`src/rtl/core/smt_pkg.sv`:
```
// Package for the set membership table: sizes, action codes and the cell control struct.
// Depends on nothing; every other file of the block takes names from here by scope.
package smt_pkg;

   localparam int CAPACITY     = 64;
   localparam int ELEMENT_BITS = 32;
   localparam int ACTION_BITS  = 2;
   localparam int INPUT_BITS   = 32;
   localparam int KEY_BITS     = (ELEMENT_BITS < INPUT_BITS) ? ELEMENT_BITS : INPUT_BITS;
   localparam int COUNT_BITS   = $clog2(CAPACITY + 1);

   typedef enum logic [ACTION_BITS-1:0] {
      ACT_INSERT = 2'd0,
      ACT_DELETE = 2'd1,
      ACT_QUERY  = 2'd2
   } action_type;

   typedef enum logic [1:0] {
      S_IDLE,
      S_COMPARE,
      S_UPDATE
   } state_type;

   typedef struct packed {
      logic compare_en;
      logic append_en;
      logic delete_en;
   } cell_ctrl_type;

endpackage

```
`src/rtl/core/smt_if.sv`:
```
// Handshake interfaces for the request and response channels of the set membership table.
// Depends on smt_pkg for field widths.
interface smt_req_if;
   logic                            valid;
   logic                            ready;
   logic [smt_pkg::ACTION_BITS-1:0] action;
   logic [smt_pkg::INPUT_BITS-1:0]  element;

   modport source (output valid, output action, output element, input ready);
   modport sink   (input valid, input action, input element, output ready);
endinterface

interface smt_rsp_if;
   logic                           valid;
   logic                           ready;
   logic                           was_member;
   logic [smt_pkg::COUNT_BITS-1:0] member_count;
   logic                           is_empty;
   logic                           is_full;
   logic                           insert_dropped;

   modport source (output valid, output was_member, output member_count, output is_empty,
                   output is_full, output insert_dropped, input ready);
   modport sink   (input valid, input was_member, input member_count, input is_empty,
                   input is_full, input insert_dropped, output ready);
endinterface

```
`src/rtl/core/smt_cell.sv`:
```
// One storage cell of the set table: holds an entry, compares it and shifts it.
// Depends on smt_pkg for widths and the control struct.
module smt_cell (
   input  logic                            clock,
   input  smt_pkg::cell_ctrl_type          ctrl,
   input  logic [smt_pkg::COUNT_BITS-1:0]  index,
   input  logic [smt_pkg::COUNT_BITS-1:0]  count,
   input  logic [smt_pkg::KEY_BITS-1:0]    key,
   input  logic [smt_pkg::KEY_BITS-1:0]    upper_entry,
   input  logic                            shift_in,
   output logic                            shift_out,
   output logic                            match,
   output logic [smt_pkg::KEY_BITS-1:0]    entry
);

   logic [smt_pkg::KEY_BITS-1:0] entry_ff, entry_in;
   logic                         match_ff, match_in;
   logic                         active;

   assign active = index < count;

   always_comb begin
      match_in = match_ff;
      if (ctrl.compare_en) begin
         match_in = active && (entry_ff == key);
      end
   end

   // A cell at or above the deleted entry takes the value of its upper neighbour.
   assign shift_out = shift_in | match_ff;

   always_comb begin
      entry_in = entry_ff;
      if (ctrl.delete_en && shift_out) begin
         entry_in = upper_entry;
      end else if (ctrl.append_en && (index == count)) begin
         entry_in = key;
      end
   end

   always_ff @(posedge clock) begin
      entry_ff <= entry_in;
      match_ff <= match_in;
   end

   assign match = match_ff;
   assign entry = entry_ff;

endmodule

```
`src/rtl/core/smt_cell_chain.sv`:
```
// Row of storage cells for the set table, linked by shift data and the deletion flag.
// Depends on smt_pkg and smt_cell.
module smt_cell_chain (
   input  logic                           clock,
   input  smt_pkg::cell_ctrl_type         ctrl,
   input  logic [smt_pkg::COUNT_BITS-1:0] count,
   input  logic [smt_pkg::KEY_BITS-1:0]   key,
   output logic                           member,
   output logic [smt_pkg::CAPACITY-1:0]   match_vec
);

   logic [smt_pkg::KEY_BITS-1:0] entries [smt_pkg::CAPACITY];
   logic [smt_pkg::CAPACITY:0]   shift_chain;

   assign shift_chain[0] = 1'b0;

   for (genvar i = 0; i < smt_pkg::CAPACITY; i++) begin : g_cell
      logic [smt_pkg::KEY_BITS-1:0] upper;

      if (i == smt_pkg::CAPACITY - 1) begin : g_top
         assign upper = '0;
      end else begin : g_mid
         assign upper = entries[i+1];
      end

      smt_cell u_cell (
         .clock       (clock),
         .ctrl        (ctrl),
         .index       (smt_pkg::COUNT_BITS'(i)),
         .count       (count),
         .key         (key),
         .upper_entry (upper),
         .shift_in    (shift_chain[i]),
         .shift_out   (shift_chain[i+1]),
         .match       (match_vec[i]),
         .entry       (entries[i])
      );
   end

   // Entries are distinct, so at most one cell matches.
   assign member = |match_vec;

endmodule

```
`src/rtl/core/set_membership_table_top.sv`:
```
// Set membership table: a bounded, packed set of distinct elements with insert, delete, query.
// Each accepted request beat runs a compare pass, then an update pass in the row of cells;
// the update pass registers the response beat. A new request beat is taken only while idle
// or in an update pass that goes ahead; a waiting response holds the update pass until it is taken.
// Reset: synchronous, active high; the count clears to zero and the set is empty at once.
// Entry contents are not reset; only entries below the count are ever compared.
module set_membership_table_top (
   input  logic      clock,
   input  logic      reset,
   smt_req_if.sink   req_bus,
   smt_rsp_if.source rsp_bus
);

   // Control state.
   smt_pkg::state_type             state_ff, state_in;
   logic [smt_pkg::COUNT_BITS-1:0] count_ff, count_in;
   logic                           rsp_valid_ff, rsp_valid_in;

   // Captured request.
   logic [smt_pkg::ACTION_BITS-1:0] action_ff, action_in;
   logic [smt_pkg::KEY_BITS-1:0]    key_ff, key_in;

   // Response payload.
   logic                           was_member_ff, was_member_in;
   logic [smt_pkg::COUNT_BITS-1:0] rsp_count_ff, rsp_count_in;
   logic                           empty_ff, empty_in;
   logic                           full_ff, full_in;
   logic                           dropped_ff, dropped_in;

   smt_pkg::cell_ctrl_type         ctrl;
   logic                           member;
   logic [smt_pkg::CAPACITY-1:0]   match_vec;
   logic                           req_beat;
   logic                           out_free;
   logic                           is_insert, is_delete, set_full;

   smt_cell_chain u_chain (
      .clock     (clock),
      .ctrl      (ctrl),
      .count     (count_ff),
      .key       (key_ff),
      .member    (member),
      .match_vec (match_vec)
   );

   // The response register is free when empty or when its beat is being taken.
   assign out_free  = !rsp_valid_ff || rsp_bus.ready;
   assign req_beat  = req_bus.valid && req_bus.ready;
   assign is_insert = action_ff == smt_pkg::ACT_INSERT;
   assign is_delete = action_ff == smt_pkg::ACT_DELETE;
   assign set_full  = count_ff == smt_pkg::COUNT_BITS'(smt_pkg::CAPACITY);

   always_comb begin
      state_in        = state_ff;
      count_in        = count_ff;
      rsp_valid_in    = rsp_valid_ff && !rsp_bus.ready;
      action_in       = action_ff;
      key_in          = key_ff;
      was_member_in   = was_member_ff;
      rsp_count_in    = rsp_count_ff;
      empty_in        = empty_ff;
      full_in         = full_ff;
      dropped_in      = dropped_ff;
      ctrl.compare_en = 1'b0;
      ctrl.append_en  = 1'b0;
      ctrl.delete_en  = 1'b0;
      req_bus.ready   = 1'b0;

      unique case (state_ff)
         smt_pkg::S_IDLE: begin
            req_bus.ready = 1'b1;
         end
         smt_pkg::S_COMPARE: begin
            // Every active cell compares its entry with the captured key.
            ctrl.compare_en = 1'b1;
            state_in        = smt_pkg::S_UPDATE;
         end
         smt_pkg::S_UPDATE: begin
            if (out_free) begin
               // The next request may be captured in the same cycle as this update.
               req_bus.ready  = 1'b1;
               state_in       = smt_pkg::S_IDLE;
               ctrl.append_en = is_insert && !member && !set_full;
               ctrl.delete_en = is_delete && member;
               if (ctrl.append_en) begin
                  count_in = count_ff + 1'b1;
               end else if (ctrl.delete_en) begin
                  count_in = count_ff - 1'b1;
               end
               rsp_valid_in  = 1'b1;
               was_member_in = member;
               rsp_count_in  = count_in;
               empty_in      = count_in == '0;
               full_in       = count_in == smt_pkg::COUNT_BITS'(smt_pkg::CAPACITY);
               dropped_in    = is_insert && !member && set_full;
            end
         end
         default: begin
            state_in = smt_pkg::S_IDLE;
         end
      endcase

      if (req_beat) begin
         action_in = req_bus.action;
         key_in    = req_bus.element[smt_pkg::KEY_BITS-1:0];
         state_in  = smt_pkg::S_COMPARE;
      end
   end

   always_ff @(posedge clock) begin
      if (reset) begin
         state_ff     <= smt_pkg::S_IDLE;
         count_ff     <= '0;
         rsp_valid_ff <= 1'b0;
      end else begin
         state_ff     <= state_in;
         count_ff     <= count_in;
         rsp_valid_ff <= rsp_valid_in;
      end
   end

   always_ff @(posedge clock) begin
      action_ff     <= action_in;
      key_ff        <= key_in;
      was_member_ff <= was_member_in;
      rsp_count_ff  <= rsp_count_in;
      empty_ff      <= empty_in;
      full_ff       <= full_in;
      dropped_ff    <= dropped_in;
   end

   assign rsp_bus.valid          = rsp_valid_ff;
   assign rsp_bus.was_member     = was_member_ff;
   assign rsp_bus.member_count   = rsp_count_ff;
   assign rsp_bus.is_empty       = empty_ff;
   assign rsp_bus.is_full        = full_ff;
   assign rsp_bus.insert_dropped = dropped_ff;

   // The count never passes the capacity of the row.
   a_count_bound: assert property (@(posedge clock) disable iff (reset)
      count_ff <= smt_pkg::COUNT_BITS'(smt_pkg::CAPACITY))
      else $error("set count exceeds capacity");

   // Distinct entries mean at most one cell matches during an update.
   a_single_match: assert property (@(posedge clock) disable iff (reset)
      (state_ff == smt_pkg::S_UPDATE) |-> ($countones(match_vec) <= 1))
      else $error("more than one cell matched the key");

   // An accepted request beat always starts a compare pass.
   a_beat_compare: assert property (@(posedge clock) disable iff (reset)
      req_beat |=> (state_ff == smt_pkg::S_COMPARE))
      else $error("accepted request did not start a compare pass");

   // A dropped insert can only be reported against a full set.
   a_drop_full: assert property (@(posedge clock) disable iff (reset)
      (rsp_valid_ff && dropped_ff) |-> full_ff)
      else $error("insert dropped while set not full");

endmodule

```
`src/flat_wrapper.sv`:
```
// flat-port wrapper written by rule: the top's interface ports become plain ports
module set_membership_table_top_flat 
  (clock, reset, req_bus_valid, req_bus_action, req_bus_element, req_bus_ready, rsp_bus_valid, rsp_bus_was_member, rsp_bus_member_count, rsp_bus_is_empty, rsp_bus_is_full, rsp_bus_insert_dropped, rsp_bus_ready);
  smt_req_if req_bus_i ();
  smt_rsp_if rsp_bus_i ();
  input  logic clock;
  input  logic reset;
  input wire logic [$bits(req_bus_i.valid)-1:0] req_bus_valid;
  input wire logic [$bits(req_bus_i.action)-1:0] req_bus_action;
  input wire logic [$bits(req_bus_i.element)-1:0] req_bus_element;
  output wire logic [$bits(req_bus_i.ready)-1:0] req_bus_ready;
  output wire logic [$bits(rsp_bus_i.valid)-1:0] rsp_bus_valid;
  output wire logic [$bits(rsp_bus_i.was_member)-1:0] rsp_bus_was_member;
  output wire logic [$bits(rsp_bus_i.member_count)-1:0] rsp_bus_member_count;
  output wire logic [$bits(rsp_bus_i.is_empty)-1:0] rsp_bus_is_empty;
  output wire logic [$bits(rsp_bus_i.is_full)-1:0] rsp_bus_is_full;
  output wire logic [$bits(rsp_bus_i.insert_dropped)-1:0] rsp_bus_insert_dropped;
  input wire logic [$bits(rsp_bus_i.ready)-1:0] rsp_bus_ready;
  assign req_bus_i.valid = req_bus_valid;
  assign req_bus_i.action = req_bus_action;
  assign req_bus_i.element = req_bus_element;
  assign req_bus_ready = req_bus_i.ready;
  assign rsp_bus_valid = rsp_bus_i.valid;
  assign rsp_bus_was_member = rsp_bus_i.was_member;
  assign rsp_bus_member_count = rsp_bus_i.member_count;
  assign rsp_bus_is_empty = rsp_bus_i.is_empty;
  assign rsp_bus_is_full = rsp_bus_i.is_full;
  assign rsp_bus_insert_dropped = rsp_bus_i.insert_dropped;
  assign rsp_bus_i.ready = rsp_bus_ready;
  set_membership_table_top u_core (.clock(clock), .reset(reset), .req_bus(req_bus_i), .rsp_bus(rsp_bus_i));
endmodule
```
`config.mk`:
```
export PLATFORM = sky130hd
export DESIGN_NAME = set_membership_table_top_flat
export DESIGN_NICKNAME = d
export VERILOG_FILES = /design/src/rtl/core/smt_pkg.sv /design/src/rtl/core/smt_if.sv /design/src/rtl/core/smt_cell.sv /design/src/rtl/core/smt_cell_chain.sv /design/src/rtl/core/set_membership_table_top.sv /design/src/flat_wrapper.sv
export SDC_FILE = /design/constraint.sdc
export NUM_CORES = 2
export LEC_CHECK = 0
export CAP_MARGIN = 20
export CORE_MARGIN = 4
export CORE_UTILIZATION = 45
export CTS_CLUSTER_SIZE = 10
export DETAILED_ROUTE_END_ITERATION = 12
export DONT_BUFFER_PORTS = 1
export PLACE_DENSITY = 0.71
export SKIP_CTS_REPAIR_TIMING = 1
export SYNTH_ARGS = -nofsm -noshare
export SYNTH_HDL_FRONTEND = slang
export SYNTH_HIERARCHICAL = 1
export SYNTH_SLANG_ARGS = --single-unit
```
`constraint.sdc`:
```
create_clock -name clock -period 28.1 [get_ports clock]
set_input_delay 4.215 -clock clock [delete_from_list [all_inputs] [get_ports clock]]
set_output_delay 4.215 -clock clock [all_outputs]
set_load 0.02 [all_outputs]
```
After elaboration in Yosys (flattened, before gate mapping) --
Cells that the tools add are included.
Storage, ports and cells: output and inout port bits 13, bits of input ports 38, word-level logic and storage cells 819, register bits 2167
Operators by class: add/subtract/negate cells 2, order comparisons 64, bitwise logic cells 64, eq/ne operators 135, reduce and logical (&&, ||, !) cells 275, muxes and demuxes 140
Operator list (number):
- 32-bit 2-to-1 mux | 126
- 32-bit equality test | 64
- 6-bit by 7-bit equality test with 1-bit output, first input constant | 32
- 6-bit by 7-bit < comparator with 1-bit output, first input constant | 32
- 1-bit logical AND | 198
- 2-bit nonzero test | 63
- 5-bit by 7-bit equality test with 1-bit output, first input constant | 16
- 5-bit by 7-bit < comparator with 1-bit output, first input constant | 16
- 64-bit OR reduction | 1
- 1-bit bitwise OR | 63
- 4-bit by 7-bit equality test with 1-bit output, first input constant | 8
- 4-bit by 7-bit < comparator with 1-bit output, first input constant | 8
- 3-bit by 7-bit equality test with 1-bit output, first input constant | 4
- 3-bit by 7-bit < comparator with 1-bit output, first input constant | 4
- 7-bit 2-to-1 mux | 4
- 2-bit by 7-bit equality test with 1-bit output, first input constant | 2
- 7-bit equality test, second input constant | 2
- 7-bit logical NOT | 2
- 1-bit by 7-bit < comparator with 1-bit output, first input constant | 2
- 2-bit by 7-bit < comparator with 1-bit output, first input constant | 2
- 7-bit by 1-bit adder with 7-bit output, second input constant | 1
- 1-bit by 7-bit equality test with 1-bit output, first input constant | 1
- 7-bit by 1-bit subtractor with 7-bit output, second input constant | 1
- 2-bit 2-to-1 mux | 3
- 13 further kinds | 25

Logic depth before layout (Yosys ltp) --
depth after elaboration 64, mapped depth 67, mapped depth without buffers 66

By module --
The synthesis kept the hierarchy.
Modules (own cells, without submodules):
- smt_cell | cells each 137, area an instance 1921.8 um^2, sequential area each 991.0 um^2, times used 64
- set_membership_table_top | cells each 145, area an instance 2119.5 um^2, sequential area each 1551.5 um^2, times used 1
- smt_cell_chain | cells each 23, area an instance 146.4 um^2, sequential area each 0.0 um^2, times used 1

Least setup slack after synthesis --
Ideal clock, no wire load.
path kind register to register, start register u_core.u_chain.g_cell[0].u_cell.match_ff, end register u_core.u_chain.g_cell[63].u_cell.entry_ff, in the netlist u_core/u_chain/g_cell[63].u_cell/entry[0] (enable), arrival 20115 ps, path slack 7327 ps, period minus slack after synthesis 20773 ps, cell stages (with the launch flop) 68, path buffers 1, data required time 27442 ps, library setup time 658 ps, cell sequence edfxtp_1 -> or2_2 -> or2_2 -> or2_2 -> or2_2 -> or2_2 -> or2_2 -> or2_2 -> or2_2 -> or2_2 -> or2_2 -> or2_2 -> or2_2 -> or2_2 -> or2_2 -> or2_2 -> or2_2 -> or2_2 -> (+32 left out) -> or2_2 -> or2_2 -> or2_2 -> or2_2 -> or2_2 -> or2_2 -> or2_2 -> or2_2 -> or2_2 -> or2_2 -> or2_2 -> or2_2 -> or2_2 -> or2_2 -> or2_2 -> nand2_2 -> buf_6 -> o21ai_0
On the way: longest elaborated chain between the ends 64, elaborated cells on any way between the ends 72, classes of those cells 2 x mux; 63 x bitwise; 7 x reduce/logical
RTL lines:
- start, declared | RTL line smt_cell.sv:17 | logic match_ff, match_in;
- start signal, assigned | RTL line smt_cell.sv:43 | match_ff <= match_in;
- 1-bit bitwise OR | RTL line smt_cell.sv:30 | assign shift_out = shift_in | match_ff;
- net u_core.u_chain.shift_chain (one bit) | RTL line smt_cell_chain.sv:13 | logic [smt_pkg::CAPACITY:0] shift_chain;
- 1-bit bitwise OR | RTL line smt_cell.sv:30
- net u_core.u_chain.shift_chain (one bit) | RTL line smt_cell_chain.sv:13
- 1-bit bitwise OR | RTL line smt_cell.sv:30
- net u_core.u_chain.shift_chain (one bit) | RTL line smt_cell_chain.sv:13
- 1-bit bitwise OR | RTL line smt_cell.sv:30
- net u_core.u_chain.shift_chain (one bit) | RTL line smt_cell_chain.sv:13
- (+1 left out)
- net u_core.u_chain.shift_chain (one bit) | RTL line smt_cell_chain.sv:13
- (+1 left out)
- net u_core.u_chain.shift_chain (one bit) | RTL line smt_cell_chain.sv:13
- (+1 left out)
- net u_core.u_chain.shift_chain (one bit) | RTL line smt_cell_chain.sv:13
- (+1 left out)
- net u_core.u_chain.shift_chain (one bit) | RTL line smt_cell_chain.sv:13
- (+1 left out)
- net u_core.u_chain.shift_chain (one bit) | RTL line smt_cell_chain.sv:13
- (+1 left out)
- net u_core.u_chain.shift_chain (one bit) | RTL line smt_cell_chain.sv:13
- (+1 left out)
- net u_core.u_chain.shift_chain (one bit) | RTL line smt_cell_chain.sv:13
- (+1 left out)
- net u_core.u_chain.shift_chain (one bit) | RTL line smt_cell_chain.sv:13
- (+1 left out)
- net u_core.u_chain.shift_chain (one bit) | RTL line smt_cell_chain.sv:13
- (+1 left out)
- net u_core.u_chain.shift_chain (one bit) | RTL line smt_cell_chain.sv:13
- (+1 left out)
- net u_core.u_chain.shift_chain (one bit) | RTL line smt_cell_chain.sv:13
- (+1 left out)
- net u_core.u_chain.shift_chain (one bit) | RTL line smt_cell_chain.sv:13
- (+1 left out)
- net u_core.u_chain.shift_chain (one bit) | RTL line smt_cell_chain.sv:13
- (+1 left out)
- net u_core.u_chain.shift_chain (one bit) | RTL line smt_cell_chain.sv:13
- (+1 left out)
- net u_core.u_chain.shift_chain (one bit) | RTL line smt_cell_chain.sv:13
- (+1 left out)
- net u_core.u_chain.shift_chain (one bit) | RTL line smt_cell_chain.sv:13
- (+1 left out)
- net u_core.u_chain.shift_chain (one bit) | RTL line smt_cell_chain.sv:13
- (+1 left out)
- net u_core.u_chain.shift_chain (one bit) | RTL line smt_cell_chain.sv:13
- (+1 left out)
- net u_core.u_chain.shift_chain (one bit) | RTL line smt_cell_chain.sv:13
- (+1 left out)
- net u_core.u_chain.shift_chain (one bit) | RTL line smt_cell_chain.sv:13
- (+1 left out)
- net u_core.u_chain.shift_chain (one bit) | RTL line smt_cell_chain.sv:13
- (+1 left out)
- net u_core.u_chain.shift_chain (one bit) | RTL line smt_cell_chain.sv:13
- (+1 left out)
- net u_core.u_chain.shift_chain (one bit) | RTL line smt_cell_chain.sv:13
- (+1 left out)
- net u_core.u_chain.shift_chain (one bit) | RTL line smt_cell_chain.sv:13
- (+1 left out)
- net u_core.u_chain.shift_chain (one bit) | RTL line smt_cell_chain.sv:13
- (+1 left out)
- net u_core.u_chain.shift_chain (one bit) | RTL line smt_cell_chain.sv:13
- (+1 left out)
- net u_core.u_chain.shift_chain (one bit) | RTL line smt_cell_chain.sv:13
- (+1 left out)
- net u_core.u_chain.shift_chain (one bit) | RTL line smt_cell_chain.sv:13
- (+1 left out)
- net u_core.u_chain.shift_chain (one bit) | RTL line smt_cell_chain.sv:13
- (+1 left out)
- net u_core.u_chain.shift_chain (one bit) | RTL line smt_cell_chain.sv:13
- (+1 left out)
- net u_core.u_chain.shift_chain (one bit) | RTL line smt_cell_chain.sv:13
- (+1 left out)
- net u_core.u_chain.shift_chain (one bit) | RTL line smt_cell_chain.sv:13
- (+1 left out)
- net u_core.u_chain.shift_chain (one bit) | RTL line smt_cell_chain.sv:13
- (+1 left out)
- net u_core.u_chain.shift_chain (one bit) | RTL line smt_cell_chain.sv:13
- (+1 left out)
- net u_core.u_chain.shift_chain (one bit) | RTL line smt_cell_chain.sv:13
- (+1 left out)
- net u_core.u_chain.shift_chain (one bit) | RTL line smt_cell_chain.sv:13
- (+1 left out)
- net u_core.u_chain.shift_chain (one bit) | RTL line smt_cell_chain.sv:13
- (+1 left out)
- net u_core.u_chain.shift_chain (one bit) | RTL line smt_cell_chain.sv:13
- (+1 left out)
- net u_core.u_chain.shift_chain (one bit) | RTL line smt_cell_chain.sv:13
- (+1 left out)
- net u_core.u_chain.shift_chain (one bit) | RTL line smt_cell_chain.sv:13
- (+1 left out)
- net u_core.u_chain.shift_chain (one bit) | RTL line smt_cell_chain.sv:13
- (+1 left out)
- net u_core.u_chain.shift_chain (one bit) | RTL line smt_cell_chain.sv:13
- (+1 left out)
- net u_core.u_chain.shift_chain (one bit) | RTL line smt_cell_chain.sv:13
- (+1 left out)
- net u_core.u_chain.shift_chain (one bit) | RTL line smt_cell_chain.sv:13
- (+1 left out)
- net u_core.u_chain.shift_chain (one bit) | RTL line smt_cell_chain.sv:13
- (+1 left out)
- net u_core.u_chain.shift_chain (one bit) | RTL line smt_cell_chain.sv:13
- (+1 left out)
- net u_core.u_chain.shift_chain (one bit) | RTL line smt_cell_chain.sv:13
- (+1 left out)
- net u_core.u_chain.shift_chain (one bit) | RTL line smt_cell_chain.sv:13
- (+1 left out)
- net u_core.u_chain.shift_chain (one bit) | RTL line smt_cell_chain.sv:13
- (+1 left out)
- net u_core.u_chain.shift_chain (one bit) | RTL line smt_cell_chain.sv:13
- (+1 left out)
- net u_core.u_chain.shift_chain (one bit) | RTL line smt_cell_chain.sv:13
- (+1 left out)
- net u_core.u_chain.shift_chain (one bit) | RTL line smt_cell_chain.sv:13
- (+1 left out)
- net u_core.u_chain.shift_chain (one bit) | RTL line smt_cell_chain.sv:13
- (+1 left out)
- net u_core.u_chain.shift_chain (one bit) | RTL line smt_cell_chain.sv:13
- (+1 left out)
- net u_core.u_chain.shift_chain (one bit) | RTL line smt_cell_chain.sv:13
- (+1 left out)
- net u_core.u_chain.shift_chain (one bit) | RTL line smt_cell_chain.sv:13
- 1-bit bitwise OR | RTL line smt_cell.sv:30
- net u_core.u_chain.shift_chain (one bit) | RTL line smt_cell_chain.sv:13
- 1-bit bitwise OR | RTL line smt_cell.sv:30
- net u_core.u_chain.shift_chain (one bit) | RTL line smt_cell_chain.sv:13
- 1-bit bitwise OR | RTL line smt_cell.sv:30
- net u_core.u_chain.shift_chain (one bit) | RTL line smt_cell_chain.sv:13
- 1-bit logical AND | RTL line smt_cell.sv:34 | if (ctrl.delete_en && shift_out) begin
- end signal, assigned | RTL line smt_cell.sv:42 | entry_ff <= entry_in;
- end, declared | RTL line smt_cell.sv:16 | logic [smt_pkg::KEY_BITS-1:0] entry_ff, entry_in;
The timed path passes the listed nets, and every way through them passes these cells. A chain may end at the register's enable or synchronous reset.

Final worst setup path --
start register u_core.u_chain.g_cell[0].u_cell.match_ff, end register u_core.u_chain.g_cell[63].u_cell.entry_ff, in the netlist u_core/u_chain/g_cell[63].u_cell/entry[10] (enable)
The elaborated chain is that of the path after synthesis.

==> results by group <==
Outcome
  • Status: finished clean

Synth
  • Main combinational cell family by area after synthesis: multiplexers
  • Primary FF master, synth: edfxtp_1
  • Post-synthesis cell type count: 47
  • Synth top area cells: edfxtp_1 (52%), mux2_2 (18%), xor2_1 (14%)
  • Post-synthesis cell count: just under 9000
  • Synth warnings: 6
  • Syn avg cell area: between 10 and 15 µm²
  • Number of enable flip-flop cells after synthesis: between 2000 and 2500
  • Register area share after synthesis: around half
  • Cell area after synthesis: between 0.1 and 0.15 mm²
  • Async set or reset register ratio after synthesis: 0%
  • Post-synth top area cell: edfxtp_1
  • Simple-Gate Fraction of Synth Area: 5.890%
  • XOR/XNOR Fraction of Synth Area: between 10 and 15%
  • Register bit total from synthesis: 2167
  • Compound-gate portion of the synthesized area: roughly 1.9%
  • Post-Synth Adder-Cell Area: between 4 and 5%
  • Top-area cell type share of the netlist area: slightly above 50%
  • Multiplexer share of the synthesized area: a little under a fifth

Place
  • Worst slack at placement: about 6900 ps
  • Post-DP Area: around 0.13 mm²
  • # port buffers: 0
  • Inst Count DP: 13090
  • GP Congestion: around 0.83
  • Detailed placer's ending HPWL: around 210 mm

Routing
  • WL/cell: roughly 23 µm
  • Final ANT Viol Nets: 0
  • Via count: between 70000 and 80000
  • Routed wire length: between 300 and 400 mm
  • Met3 WL: 16.06 mm
  • Highest Signal Layer: met5
  • Drt pass-1 iters: 5
  • Initial DRC count: roughly 5500
  • Met1 WL: around 130 mm
  • Via density: between 5 and 6
  • Met2 WL: 158.5 mm
  • DR DRC count: 0

Power and ir drop
  • Switch Pwr: about 0.0017 W
  • VDD IR max: ~0.053 mV
  • Gate power share: a little under a tenth
  • Share of power burned in registers: 51.0%
  • Clock power share: between 30% and 40%
  • Sw Share: a little under a quarter
  • Static Leak: 48.00 nW
  • Internal Power: 0.005484 W
  • P per Cell Area: 51.77 mW/mm²

Final layout
  • Non-Filler Instances: 13420
  • Commonest non-fill, non-tap cell in the layout: edfxtp_1
  • Fin area: 0.1379 mm²
  • Most frequent cells in the layout: edfxtp_1 (2157), mux2_2 (2048), xor2_1 (1986), conb_1 (481), nor4_1 (462)
  • Synth-to-Final Area Change: 10.08%
  • Final Net Count: 10130
  • Share of cells above drive strength 1: between 20% and 30%

Clock network
  • CTS tree: yes
  • Clock sinks: roughly 2200
  • Longest Clk Path Bufs: 4
  • Clk slew on worst S/H paths: about 50 ps
  • CTS root buf: clkbuf_16
  • CTS H-tree depth: 4
  • Num CTS Buffers: ~250
  • Skew-Pair Late Insertion Delay: 930 ps

Global routing
  • Total Routing Usage GR: 21.22%
  • Initial antenna violation count: 12
  • Vias in the first global route: approximately 80000
  • Largest net degree at the start of global routing: ~130
  • Grt total ovfl: 0
  • Global-route wire length before repair: approximately 470 mm

STA
  • Final setup violation count: 0
  • Tcrit/Tclk final: about three quarters
  • Setup Skew: approximately 70 ps
  • Relative slew slack: between 10% and 20%
  • Final TNS setup: 0 ps
  • Slew Viols, Final: 0
  • Worst Max-Slew Pin Slew: between 1000 and 1500 ps
  • Final hold viol count: 0
  • FMAX: ~0.047 GHz
  • Setup ws final: approximately 6700 ps
  • Tmin final: approximately 21000 ps
  • RSZ-0062 raised after global routing: false

Worst setup path
  • CP arrival: approximately 22000 ps
  • CP dominant cell by count: or2_2
  • Crit path max-delay cell type: nand2_2
  • Startpoint types: flip-flop
  • Crit Path Class: flip-flop to flip-flop
  • Kind of end point of the critical path: flip-flop
  • Crit-path max cell delay: between 500 and 600 ps
  • Data required, critical path: 28670 ps
  • CP Max Fanout: 33

Die
  • Initial core utilization: ~45%
  • Rows: just under 200
  • I/O pins: 51
  • Core area: around 0.28 mm²
  • Die height: between 500 and 600 µm
  • Die ar.: roughly 0.29 mm²
  • Die extent in x: about 540 µm

Run
  • Maxcap violations: 0

Worst hold path
  • Hold crit path type: flip-flop to flip-flop
-- logic make-up after synthesis --
kind of cell / after synthesis
buf+inv: 649
simple gates: 1157
other cells: 2
mux: 2048
xor+xnor: 2053
fa+ha+maj: 451
compound gates: 409
flops: 2167
-- area by class of cell --
class | count | area [µm²]
clock inverters | 23 | 196.4
multi-input cells | 6599 | 58490
clock buffers | 306 | 6466
fillers | 23300 | 138800
inverters | 454 | 1704
well taps | 3705 | 4636
repair buffers | 168 | 1399
diodes | 1 | 2.502
flip-flops and latches | 2167 | 65000
-- power groups by stage --
stage	Clock, W	Sequential [W]	Combinational, W
final	0.00282	0.00364	0.000680
after global routing	0.00301	0.00364	0.000740
after CTS	0.00288	0.00364	0.000669
after detailed placement	0	0.00370	0.000664
after global placement	0	0.00370	0.000634
after floorplan	0	0.00377	0.000450
-- synthesized netlist by cell type, drive strengths merged (2+ instances only) --
master	number
nand3	66
edfxtp	2157
a21oi	265
nand4	197
clkbuf	2
mux2	2048
nor2b	3
nand2b	3
nand2	136
ha	451
xor2	1986
o21ai	70
and2	3
o2111ai	64
o22ai	2
inv	453
nand3b	66
xnor2	67
or2	64
conb	2
nor2	12
dfxtp	10
nor4	531
or3	4
buf	193
nor3	67
-- per-stage QoR --
step | hold WS [ps] | power (W) | utilization [%]
after floorplan | 448.2 | 0.004223 | -
after global placement | 476.0 | 0.004338 | 47.42
after detailed placement | 479.4 | 0.004368 | 47.42
after CTS | 496.3 | 0.007190 | 49.83
after global routing | 510.0 | 0.007389 | 49.83
final | 484.5 | 0.007138 | 49.83
-- sequential cells by signal, summed over array words and instances, names as in the netlist --
signal,cells
u_core/action_ff,2
u_core/count_ff,7
u_core/key_ff,32
u_core/rsp_bus.insert_dropped,1
u_core/rsp_bus.is_empty,1
u_core/rsp_bus.is_full,1
u_core/rsp_bus.member_count,7
u_core/rsp_bus.valid,1
u_core/rsp_bus.was_member,1
u_core/state_ff,2
u_core/u_chain/g_cell.u_cell/entry,2048
u_core/u_chain/g_cell.u_cell/match,64
-- routing by layer --
metal	vias to the layer above	track usage (%)
met3	630	2.655
li1	34290	-
met5	-	0
met1	38230	26.55
met4	2	6.858
met2	2057	37.97
-- critical path, delay by kind of cell (launching register included) --
family | cells | cell delay, ps
AO/OA/AOI/OAI | 1 | 100
buffers and inverters | 1 | 290
AND/OR/NAND/NOR | 65 | 20260
flip-flops | 1 | 390
-- path summary, 6_finish.rpt --
check / slack (ps) / end / cells past startpoint / start
setup reg to reg: 6680 / u_core/u_chain/g_cell[63].u_cell/entry[10] / 67 / u_core/u_chain/g_cell[0].u_cell/match
hold / removal: 480 / u_core/state_ff[1] / 1 / u_core/state_ff[0]
setup / recovery: 6680 / u_core/u_chain/g_cell[63].u_cell/entry[10] / 67 / u_core/u_chain/g_cell[0].u_cell/match
hold reg to reg: 480 / u_core/state_ff[1] / 1 / u_core/state_ff[0]
No activity file was read; power rests on OpenSTA's default activity.
